## config.mk

```make
export PLATFORM = sky130hd
export DESIGN_NAME = rgb_breathing_led_driver
export DESIGN_NICKNAME = d
export VERILOG_FILES = /design/src/rtl/rgbb_pkg.sv /design/src/rtl/rgbb_engine.sv /design/src/rtl/rgb_breathing_led_driver.sv
export SDC_FILE = /design/constraint.sdc
export NUM_CORES = 2
export LEC_CHECK = 0
export BUFFER_PORTS_ARGS = -buffer_cell sky130_fd_sc_hd__buf_2
export CORE_MARGIN = 8
export CORE_UTILIZATION = 30
export DETAILED_ROUTE_END_ITERATION = 12
export PLACE_DENSITY = 0.56
export SLEW_MARGIN = 5
export SYNTH_ARGS = -nofsm -noshare
export SYNTH_HDL_FRONTEND = slang
export SYNTH_SLANG_ARGS = --single-unit
```

## constraint.sdc

```tcl
create_clock -name clk -period 11.85 [get_ports clk]
set_input_delay 1.7775 -clock clk [delete_from_list [all_inputs] [get_ports clk]]
set_output_delay 1.7775 -clock clk [all_outputs]
set_load 0.01 [all_outputs]
```

## src/rtl/rgbb_pkg.sv

```systemverilog
`timescale 1ns / 1ps
`default_nettype none

package rgbb_pkg;

  // default sizes of the sine lookup and of the step counter
  localparam int DEF_SINE_ENTRIES = 256;
  localparam int DEF_STEP_BITS    = 16;

  // effect modes
  localparam logic [1:0] MODE_STATIC  = 2'd0;
  localparam logic [1:0] MODE_MONO    = 2'd1;
  localparam logic [1:0] MODE_RAINBOW = 2'd2;

  // request kinds
  localparam logic REQ_TICK = 1'b0;
  localparam logic REQ_SET  = 1'b1;

  // configuration values seen by the engine
  typedef struct packed {
    logic [1:0]  mode;
    logic [15:0] period;
    logic [7:0]  tgt_red;
    logic [7:0]  tgt_green;
    logic [7:0]  tgt_blue;
  } cfg_t;

  // one request handed to the engine
  typedef struct packed {
    logic       kind;
    logic [7:0] red;
    logic [7:0] green;
    logic [7:0] blue;
  } req_t;

  // held colour and lit flag after a request
  typedef struct packed {
    logic [7:0] red;
    logic [7:0] green;
    logic [7:0] blue;
    logic       lit;
  } res_t;

endpackage

`default_nettype wire

```

## src/rtl/rgbb_engine.sv

```systemverilog
`timescale 1ns / 1ps
`default_nettype none

module rgbb_engine #(
  parameter int SINE_ENTRIES = rgbb_pkg::DEF_SINE_ENTRIES,
  parameter int STEP_BITS    = rgbb_pkg::DEF_STEP_BITS
) (
  input  wire logic          clk,
  input  wire logic          rst_n,
  input  wire rgbb_pkg::cfg_t cfg_i,
  input  wire logic          step_clr_i,
  input  wire logic          start_i,
  input  wire rgbb_pkg::req_t req_i,
  output logic               idle_o,
  input  wire logic          res_free_i,
  output logic               done_o,
  output rgbb_pkg::res_t     res_o
);

  // sine entries are a power of two; phase has two more bits for the quarter
  localparam int SB   = $clog2(SINE_ENTRIES);
  localparam int PB   = SB + 2;
  localparam int CW   = ((STEP_BITS > 16) ? STEP_BITS : 16) + 1;
  localparam int DW   = 19;
  localparam int CNTW = 5;
  localparam logic [CNTW-1:0] PHASE_ITERS = CNTW'(PB);
  localparam logic [CNTW-1:0] HUE_ITERS   = CNTW'(DW);

  // odd polynomial coefficients of the quarter sine, Q30
  localparam logic [31:0] Q30_C1 = 32'd1686629713;
  localparam logic [31:0] Q30_C3 = 32'd693598668;
  localparam logic [31:0] Q30_C5 = 32'd85569306;
  localparam logic [31:0] Q30_C7 = 32'd5026995;
  localparam logic [31:0] Q30_C9 = 32'd172272;

  localparam logic [16:0] MAG_FULL  = 17'h10000;
  localparam logic [17:0] BQ_BIAS   = 18'h10000;
  localparam logic [7:0]  LEVEL_MAX = 8'd255;

  typedef enum logic [3:0] {
    ST_IDLE,
    ST_DIV_PH,
    ST_PHASE,
    ST_SQ,
    ST_HORN,
    ST_ODD,
    ST_BRIGHT,
    ST_MONO,
    ST_DIV_HUE,
    ST_RC,
    ST_RX,
    ST_DONE
  } state_t;

  state_t               state_r;
  logic [STEP_BITS-1:0] step_r;
  logic [7:0]           red_r, green_r, blue_r;
  logic                 on_r;
  logic [DW-1:0]        rem_r;
  logic [DW-1:0]        div_d_r;
  logic [DW-1:0]        quo_r;
  logic [CNTW-1:0]      cnt_r;
  logic [29:0]          x_r;
  logic [29:0]          x2_r;
  logic [31:0]          t_r;
  logic [16:0]          mag_r;
  logic [16:0]          bq_r;
  logic [23:0]          c255_r;

  // step advance, wrapping at the period (zero period counts as one)
  logic [15:0]          period_eff;
  logic [CW-1:0]        step_inc;
  logic [STEP_BITS-1:0] step_nxt;
  logic                 breathing;

  assign period_eff = (cfg_i.period == 16'd0) ? 16'd1 : cfg_i.period;
  assign step_inc   = CW'(step_r) + CW'(1);
  assign step_nxt   = (step_inc == CW'(period_eff)) ? '0 : step_inc[STEP_BITS-1:0];
  assign breathing  = (cfg_i.mode == rgbb_pkg::MODE_MONO) ||
                      (cfg_i.mode == rgbb_pkg::MODE_RAINBOW);

  // shared restoring divider step: one quotient bit per cycle
  logic [DW:0]   rem2, dsub, div_rem;
  logic          div_ge;

  assign rem2    = {rem_r, 1'b0};
  assign dsub    = {1'b0, div_d_r};
  assign div_ge  = rem2 >= dsub;
  assign div_rem = div_ge ? (rem2 - dsub) : rem2;

  // phase split into quarter and table offset, mirrored in odd quarters
  logic [1:0]  quarter;
  logic [SB:0] sine_j;

  assign quarter = quo_r[PB-1:SB];
  assign sine_j  = quarter[0] ? ((SB+1)'(SINE_ENTRIES) - {1'b0, quo_r[SB-1:0]})
                              : {1'b0, quo_r[SB-1:0]};

  // shared multiplier with operand selection by state
  logic [31:0] mul_a, mul_b;
  logic [63:0] mul_p;
  logic [7:0]  mono_tgt;
  logic [16:0] hue_w;
  logic [2:0]  sector;

  assign sector = quo_r[18:16];
  assign hue_w  = sector[0] ? (MAG_FULL - {1'b0, quo_r[15:0]}) : {1'b0, quo_r[15:0]};

  always_comb begin
    unique case (cnt_r[1:0])
      2'd0:    mono_tgt = cfg_i.tgt_red;
      2'd1:    mono_tgt = cfg_i.tgt_green;
      default: mono_tgt = cfg_i.tgt_blue;
    endcase
  end

  always_comb begin
    unique case (state_r)
      ST_SQ: begin
        mul_a = 32'(x_r);
        mul_b = 32'(x_r);
      end
      ST_HORN: begin
        mul_a = 32'(x2_r);
        mul_b = t_r;
      end
      ST_ODD: begin
        mul_a = 32'(x_r);
        mul_b = t_r;
      end
      ST_MONO: begin
        mul_a = 32'(mono_tgt);
        mul_b = 32'(bq_r);
      end
      ST_RC: begin
        mul_a = 32'(bq_r);
        mul_b = 32'(LEVEL_MAX);
      end
      ST_RX: begin
        mul_a = 32'(c255_r);
        mul_b = 32'(hue_w);
      end
      default: begin
        mul_a = '0;
        mul_b = '0;
      end
    endcase
  end

  assign mul_p = mul_a * mul_b;

  // horner coefficient for the current step
  logic [31:0] horn_coef;

  always_comb begin
    unique case (cnt_r[1:0])
      2'd3:    horn_coef = Q30_C7;
      2'd2:    horn_coef = Q30_C5;
      2'd1:    horn_coef = Q30_C3;
      default: horn_coef = Q30_C1;
    endcase
  end

  // final odd term, rounding to Q16 and saturating
  logic [32:0] v_raw;
  logic [18:0] v_q16;
  logic [15:0] v_sat;

  assign v_raw = {1'b0, mul_p[61:30]} + 33'd8192;
  assign v_q16 = v_raw[32:14];
  assign v_sat = (|v_q16[18:16]) ? 16'hFFFF : v_q16[15:0];

  // brightness (sin + 1) / 2 in Q16
  logic [17:0] bsum;
  logic [16:0] bq_val;

  assign bsum   = quarter[1] ? (BQ_BIAS - 18'(mag_r)) : (BQ_BIAS + 18'(mag_r));
  assign bq_val = bsum[17:1];

  // rainbow chroma and ramp levels
  logic [7:0] hue_c, hue_x;

  assign hue_c = c255_r[23:16];
  assign hue_x = mul_p[39:32];

  // sequencer
  always_ff @(posedge clk) begin
    if (!rst_n) begin
      state_r <= ST_IDLE;
      step_r  <= '0;
      red_r   <= '0;
      green_r <= '0;
      blue_r  <= '0;
      on_r    <= 1'b0;
      cnt_r   <= '0;
    end else begin
      unique case (state_r)
        ST_IDLE: begin
          if (start_i) begin
            if (req_i.kind == rgbb_pkg::REQ_SET) begin
              red_r   <= req_i.red;
              green_r <= req_i.green;
              blue_r  <= req_i.blue;
              on_r    <= |{req_i.red, req_i.green, req_i.blue};
              state_r <= ST_DONE;
            end else if (breathing) begin
              step_r  <= step_nxt;
              rem_r   <= DW'(16'(step_nxt));
              div_d_r <= DW'(period_eff);
              cnt_r   <= PHASE_ITERS;
              state_r <= ST_DIV_PH;
            end else begin
              state_r <= ST_DONE;
            end
          end
        end
        ST_DIV_PH: begin
          rem_r <= div_rem[DW-1:0];
          quo_r <= {quo_r[DW-2:0], div_ge};
          cnt_r <= cnt_r - CNTW'(1);
          if (cnt_r == CNTW'(1)) begin
            state_r <= ST_PHASE;
          end
        end
        ST_PHASE: begin
          // the peak of the wave needs no polynomial
          if (sine_j[SB]) begin
            mag_r   <= MAG_FULL;
            state_r <= ST_BRIGHT;
          end else begin
            x_r     <= 30'(sine_j[SB-1:0]) << (30 - SB);
            state_r <= ST_SQ;
          end
        end
        ST_SQ: begin
          x2_r    <= mul_p[59:30];
          t_r     <= Q30_C9;
          cnt_r   <= CNTW'(3);
          state_r <= ST_HORN;
        end
        ST_HORN: begin
          t_r <= horn_coef - mul_p[61:30];
          if (cnt_r == '0) begin
            state_r <= ST_ODD;
          end else begin
            cnt_r <= cnt_r - CNTW'(1);
          end
        end
        ST_ODD: begin
          mag_r   <= {1'b0, v_sat};
          state_r <= ST_BRIGHT;
        end
        ST_BRIGHT: begin
          bq_r <= bq_val;
          if (cfg_i.mode == rgbb_pkg::MODE_MONO) begin
            cnt_r   <= '0;
            state_r <= ST_MONO;
          end else begin
            rem_r   <= DW'(16'(step_r)) * DW'(6);
            div_d_r <= {period_eff, 3'b000};
            cnt_r   <= HUE_ITERS;
            state_r <= ST_DIV_HUE;
          end
        end
        ST_MONO: begin
          unique case (cnt_r[1:0])
            2'd0:    red_r   <= mul_p[23:16];
            2'd1:    green_r <= mul_p[23:16];
            default: blue_r  <= mul_p[23:16];
          endcase
          cnt_r <= cnt_r + CNTW'(1);
          if (cnt_r == CNTW'(2)) begin
            state_r <= ST_DONE;
          end
        end
        ST_DIV_HUE: begin
          rem_r <= div_rem[DW-1:0];
          quo_r <= {quo_r[DW-2:0], div_ge};
          cnt_r <= cnt_r - CNTW'(1);
          if (cnt_r == CNTW'(1)) begin
            state_r <= ST_RC;
          end
        end
        ST_RC: begin
          c255_r  <= mul_p[23:0];
          state_r <= ST_RX;
        end
        ST_RX: begin
          unique case (sector)
            3'd0: begin
              red_r <= hue_c; green_r <= hue_x; blue_r <= '0;
            end
            3'd1: begin
              red_r <= hue_x; green_r <= hue_c; blue_r <= '0;
            end
            3'd2: begin
              red_r <= '0; green_r <= hue_c; blue_r <= hue_x;
            end
            3'd3: begin
              red_r <= '0; green_r <= hue_x; blue_r <= hue_c;
            end
            3'd4: begin
              red_r <= hue_x; green_r <= '0; blue_r <= hue_c;
            end
            default: begin
              red_r <= hue_c; green_r <= '0; blue_r <= hue_x;
            end
          endcase
          state_r <= ST_DONE;
        end
        ST_DONE: begin
          if (res_free_i) begin
            state_r <= ST_IDLE;
          end
        end
        default: state_r <= ST_IDLE;
      endcase
      // a period write restarts the breathing cycle
      if (step_clr_i) begin
        step_r <= '0;
      end
    end
  end

  assign idle_o    = (state_r == ST_IDLE);
  assign done_o    = (state_r == ST_DONE) && res_free_i;
  assign res_o.red   = red_r;
  assign res_o.green = green_r;
  assign res_o.blue  = blue_r;
  assign res_o.lit   = on_r;

endmodule

`default_nettype wire

```

## src/rtl/rgb_breathing_led_driver.sv

```systemverilog
`timescale 1ns / 1ps
`default_nettype none

// channel  | ports                                | contents
// ---------+--------------------------------------+---------------------------------
// in       | in_tvalid/in_tready/in_tdata/in_tuser | request: kind, colour to hold
// out      | out_tvalid/out_tready/out_tdata       | three duties, held colour, lit
// cfg      | cfg_psel/penable/pwrite/paddr/...     | six registers at 4-byte steps
//
// a set-colour request or a tick in static mode skips the arithmetic; a mono or
// rainbow tick runs through the bit-serial divider and the single shared
// multiplier, and a rainbow tick runs the divider a second time for the hue.
// in_tready is high only while the engine is idle; a finished result waits in
// the output register and the engine holds until that register is free.
// rst_n is synchronous; registers come back to their listed reset values.

module rgb_breathing_led_driver #(
  parameter int SINE_ENTRIES = rgbb_pkg::DEF_SINE_ENTRIES,
  parameter int STEP_BITS    = rgbb_pkg::DEF_STEP_BITS
) (
  input  wire logic        clk,
  input  wire logic        rst_n,
  input  wire logic        in_tvalid,
  output logic             in_tready,
  input  wire logic [23:0] in_tdata,   // set_red, set_green, set_blue
  input  wire logic        in_tuser,   // req_type
  output logic             out_tvalid,
  input  wire logic        out_tready,
  output logic [55:0]      out_tdata,  // red_duty, green_duty, blue_duty,
                                       // red_now, green_now, blue_now, lit, pad
  input  wire logic        cfg_psel,
  input  wire logic        cfg_penable,
  input  wire logic        cfg_pwrite,
  input  wire logic [4:0]  cfg_paddr,
  input  wire logic [31:0] cfg_pwdata,
  output logic [31:0]      cfg_prdata,
  output logic             cfg_pready
);

  localparam logic [2:0] REG_EFFECT_MODE  = 3'd0;
  localparam logic [2:0] REG_PERIOD_STEPS = 3'd1;
  localparam logic [2:0] REG_TARGET_RED   = 3'd2;
  localparam logic [2:0] REG_TARGET_GREEN = 3'd3;
  localparam logic [2:0] REG_TARGET_BLUE  = 3'd4;
  localparam logic [2:0] REG_COMMON_ANODE = 3'd5;

  localparam logic [15:0] PERIOD_RESET = 16'd100;

  // configuration registers
  logic [1:0]  mode_r;
  logic [15:0] period_r;
  logic [7:0]  tgt_red_r, tgt_green_r, tgt_blue_r;
  logic        anode_r;

  logic [2:0]  cfg_idx;
  logic        cfg_wr;

  assign cfg_pready = 1'b1;
  assign cfg_idx    = cfg_paddr[4:2];
  assign cfg_wr     = cfg_psel && cfg_penable && cfg_pwrite && cfg_pready;

  always_ff @(posedge clk) begin
    if (!rst_n) begin
      mode_r      <= rgbb_pkg::MODE_STATIC;
      period_r    <= PERIOD_RESET;
      tgt_red_r   <= '0;
      tgt_green_r <= '0;
      tgt_blue_r  <= '0;
      anode_r     <= 1'b0;
    end else if (cfg_wr) begin
      unique case (cfg_idx)
        REG_EFFECT_MODE:  mode_r      <= cfg_pwdata[1:0];
        REG_PERIOD_STEPS: period_r    <= cfg_pwdata[15:0];
        REG_TARGET_RED:   tgt_red_r   <= cfg_pwdata[7:0];
        REG_TARGET_GREEN: tgt_green_r <= cfg_pwdata[7:0];
        REG_TARGET_BLUE:  tgt_blue_r  <= cfg_pwdata[7:0];
        REG_COMMON_ANODE: anode_r     <= cfg_pwdata[0];
        default: ;
      endcase
    end
  end

  // register read back
  always_comb begin
    unique case (cfg_idx)
      REG_EFFECT_MODE:  cfg_prdata = 32'(mode_r);
      REG_PERIOD_STEPS: cfg_prdata = 32'(period_r);
      REG_TARGET_RED:   cfg_prdata = 32'(tgt_red_r);
      REG_TARGET_GREEN: cfg_prdata = 32'(tgt_green_r);
      REG_TARGET_BLUE:  cfg_prdata = 32'(tgt_blue_r);
      REG_COMMON_ANODE: cfg_prdata = 32'(anode_r);
      default:          cfg_prdata = '0;
    endcase
  end

  // engine
  rgbb_pkg::cfg_t eng_cfg;
  rgbb_pkg::req_t eng_req;
  rgbb_pkg::res_t eng_res;
  logic           eng_idle, eng_done, res_free, step_clr;

  assign eng_cfg.mode      = mode_r;
  assign eng_cfg.period    = period_r;
  assign eng_cfg.tgt_red   = tgt_red_r;
  assign eng_cfg.tgt_green = tgt_green_r;
  assign eng_cfg.tgt_blue  = tgt_blue_r;

  assign eng_req.kind  = in_tuser;
  assign eng_req.red   = in_tdata[7:0];
  assign eng_req.green = in_tdata[15:8];
  assign eng_req.blue  = in_tdata[23:16];

  assign step_clr  = cfg_wr && (cfg_idx == REG_PERIOD_STEPS);
  assign in_tready = eng_idle;
  assign res_free  = !out_tvalid || out_tready;

  rgbb_engine #(
    .SINE_ENTRIES (SINE_ENTRIES),
    .STEP_BITS    (STEP_BITS)
  ) u_engine (
    .clk        (clk),
    .rst_n      (rst_n),
    .cfg_i      (eng_cfg),
    .step_clr_i (step_clr),
    .start_i    (in_tvalid && in_tready),
    .req_i      (eng_req),
    .idle_o     (eng_idle),
    .res_free_i (res_free),
    .done_o     (eng_done),
    .res_o      (eng_res)
  );

  // level to duty: optional inversion, then 256/255 scaling
  function automatic logic [8:0] duty_of(input logic [7:0] level, input logic inv);
    logic [7:0] v;
    v = inv ? ~level : level;
    return {1'b0, v} + {8'd0, &v};
  endfunction

  // output register
  logic [55:0] out_data_r;
  logic        out_valid_r;

  always_ff @(posedge clk) begin
    if (!rst_n) begin
      out_valid_r <= 1'b0;
    end else if (eng_done) begin
      out_valid_r <= 1'b1;
    end else if (out_tready) begin
      out_valid_r <= 1'b0;
    end
  end

  always_ff @(posedge clk) begin
    if (eng_done) begin
      out_data_r <= {4'd0, eng_res.lit, eng_res.blue, eng_res.green, eng_res.red,
                     duty_of(eng_res.blue, anode_r), duty_of(eng_res.green, anode_r),
                     duty_of(eng_res.red, anode_r)};
    end
  end

  assign out_tvalid = out_valid_r;
  assign out_tdata  = out_data_r;

endmodule

`default_nettype wire

```

==> metrics.md <==
| Metric | Value |
|---|---|
| Critical path fanouts, max | 8 |
| Required time worst endpoint | ~12000 ps |
| M3 GR Usage | 0.0300 |
| First-pass GRT wire length | 274 mm |
| Cell Int Power | 0.00359 W |
| Worst path slowest cell | fa_1 |
| Slew @ Worst Pin | between 1000 and 1500 ps |
| Clk sinks | 331 |
| Max Slew Vio Count | 0 |
| Synth-to-Final Area Change | 21.7% |
| Clock power frac | 0.196 |
| Hold-fix buffers at CTS | 0 |
| Pin count of the biggest net entering global routing | 63 |
| Sequential share of power | 0.241 |
| CORE AREA | 169000 um^2 |
| Worst setup EP type | flip-flop |
| Fin crit share | 1.00 |
| Data arrival time of the critical path | 12220 ps |
| Leading area contributor after synthesis | fa_1 |
| Number of synthesized flops with an enable pin | 237 |
| Routed Antenna Nets | 0 |
| Pre-antenna DRT Iters | 6 |
| TritonCTS clock tree | yes |
| Die W | approximately 430 um |
| Clk_lat worst skew | 580 ps |
| Fmax | 84.0 MHz |
| Relative slew slack | 0.174 |
| Top-count cell post-synth | inv_1 |
| Die area | 183000 um^2 |
| PD cells | slightly above 100 nW/um^2 |
| Synth top area cells | fa_1 33%, edfxtp_1 14%, ha_1 7.9% |
| Critical path's most frequent cell | fa_1 |
| DRC viols | 0 |
| Vias per inst | 5.00 |
| Failing checks | negative setup slack |
| CTS clk-pin slew, worst paths | ~60 ps |
| Die Y | 428 um |
| Routed len/inst | 21.1 um |
| HPWL after detailed placement | 149 mm |
| Comb pwr share | 0.563 |
| Max incr delay on CP | ~550 ps |
| Met2 usage | 0.314 |
| Final setup TNS | -97.2 ps |
| Post-Syn Area | 50800 um^2 |
| Synth cell count leaders | 983 x inv_1, 839 x fa_1, 817 x nand2_1, 601 x nor2_1, 320 x ha_1 |
| Sw Share | 0.435 |
| Post-synth cell types | around 120 |
| GRT overflow | 0 |
| Top cell type's share of synthesized area | 0.330 |
| Net Sw Power | 0.00277 W |
| Setup violators final | 3 |
| Row count | between 150 and 200 |
| Final WL | 179 mm |
| Asr flop ratio synth | 0 |
| Clock skew | approximately 24 ps |
| Design area | just over 60000 um^2 |
| Synth Warn # | 0 |
| Layout cell share with drive strength beyond 1 | 0.190 |
| Pleak | 28.5 nW |
| Most used DFF post-synth | edfxtp_1 |
| Final Hold Viols | 0 |
| Gpl congestion | 0.964 |
| Gr busiest metal | met2 |
| Nets | around 7500 |
| HP Class | flip-flop to flip-flop |
| N_diodes | 0 |
| Grt met1 use | 0.264 |
| Maxcap violations | 0 |
| Final WS setup | -51.0 ps |
| Placed instance area | 58800 um^2 |
| Outcome | complete, but fails checks |
| Max Root-Sink Buffers | 3 |
| Clock root buffer | clkbuf_16 |
| WS Path Type | flip-flop to flip-flop |
| Global Route Usage Sum | 0.194 |
| Post-Synthesis Mean Instance Area | around 9 um^2 |
| Vias in the first global route | 44531 |
| Initial drt markers | 3478 |
| Initial antenna violation count | 1 |
| CTS Buf Count | 39 |
| Number of synthesized register bits | about 330 |
| Max VDD drop | approximately 110 uV |
| CP Launch Type | flip-flop |
| Register area share after synthesis | 0.177 |
| Port-buffer cells | 120 |
| Fillers | 17242 |
| Number of top-level pins | 160 |
| Initial Util | 0.301 |
| Design Power | 0.00636 W |
| RSZ-0062 raised after global routing | yes |
| Htree depth | 2 |
| Total number of vias | roughly 42000 |
| Post-layout min period | 11900 ps |
| Gate Count Post-Synth | 5665 |
## placed cells by master (no fill, tap or decap), drive strengths merged, types with 21 or more instances in the layout
cell,count
a21o,30
clkbuf,49
nor4,26
o21a,30
and3,25
nand3,57
fa,839
mux2,21
a22oi,50
a211oi,22
nor2,603
a21boi,21
a31oi,21
edfxtp,237
a22o,34
inv,991
nor2b,51
buf,820
ha,320
o21ai,126
xor2,81
xnor2,130
o221ai,21
nand2b,40
dfxtp,94
a221oi,38
conb,21
nand4,39
mux2i,56
nor3,51
and2,41
nand2,817
a21oi,207
## what timing repair did
item / 4_1_cts / 5_1_grt
buffers inserted: 23 / 35
pin swaps: 53 / 116
setup endpoints to repair: 16 / 16
gates cloned: 2 / 0
gates resized for setup: 117 / 156
## state kept, by name, indices dropped and copies added, names as in the netlist, 17 cells and up
signal            cells
u_engine.quo_r       19
u_engine.div_d_r     19
out_tdata            52
u_engine.mag_r       17
u_engine.x2_r        30
u_engine.c255_r      24
u_engine.t_r         32
u_engine.bq_r        17
u_engine.rem_r       19
## layer usage
metal / up-vias / part of all wire
li1: 19120 / -
met1: 21446 / 0.43
met2: 1505 / 0.46
met3: 333 / 0.072
met4: 2 / 0.044
met5: - / 0.000045
## stage by stage
step,setup WS (ps),util,cells,hold WS (ps)
finish,-51.0,0.366,8475,469
global route,-504,0.366,8475,483
CTS,-157,0.360,8441,475
detailed placement,-937,0.348,8344,456
global placement,-841,0.348,8344,449
floorplan,17.0,-,5684,406
## cell families after synthesis
family	count (synthesis)	share of synthesized area
buf+inv	1310	0.101
flops	331	0.177
xor+xnor	211	0.0372
simple gates	1805	0.153
compound gates	763	0.105
mux	77	0.0157
other cells	2	0.000148
fa+ha+maj	1166	0.411
## area by class of cell
cell class / count / area [um^2] / area share
Clock inverter: 25 / 265 / 0.00429
Sequential cell: 331 / 9000 / 0.145
Multi-Input combinational cell: 4043 / 38100 / 0.616
Timing Repair Buffer: 822 / 6980 / 0.113
Tap cell: 2218 / 2780 / 0.0448
Clock buffer: 47 / 1060 / 0.0171
Inverter: 989 / 3710 / 0.0600
## power groups by stage
stage	clock (W)	combinational (W)	sequential [W]
floorplan	0	0.00169	0.00149
global placement	0	0.00320	0.00155
detailed placement	0	0.00323	0.00155
CTS	0.00127	0.00335	0.00153
global route	0.00131	0.00381	0.00154
finish	0.00125	0.00358	0.00153
## worst max-delay path, delay by kind of cell, from the launching register on
kind	cells	cell delay, ps
flops	1	430
fa+ha+maj	12	5010
mux	1	120
simple gates	15	2370
compound gates	13	2330
xor+xnor	2	410
buf+inv	8	960
## final timing paths
| path | start | to | slack (ps) | depth (start not counted) |
|---|---|---|---|---|
| worst max-delay path | u_engine.quo_r[1]$_DFFE_PP_ | u_engine.t_r[28]$_SDFFCE_PP0P_ | -50 | 51 |
| worst min-delay path | u_engine.blue_r[4]$_SDFFE_PN0P_ | out_tdata[47]$_DFFE_PP_ | 470 | 0 |
| worst max register to register | u_engine.quo_r[1]$_DFFE_PP_ | u_engine.t_r[28]$_SDFFCE_PP0P_ | -50 | 51 |
| worst min register to register | u_engine.blue_r[4]$_SDFFE_PN0P_ | out_tdata[47]$_DFFE_PP_ | 470 | 0 |
Power figures use the tool's default switching activity.
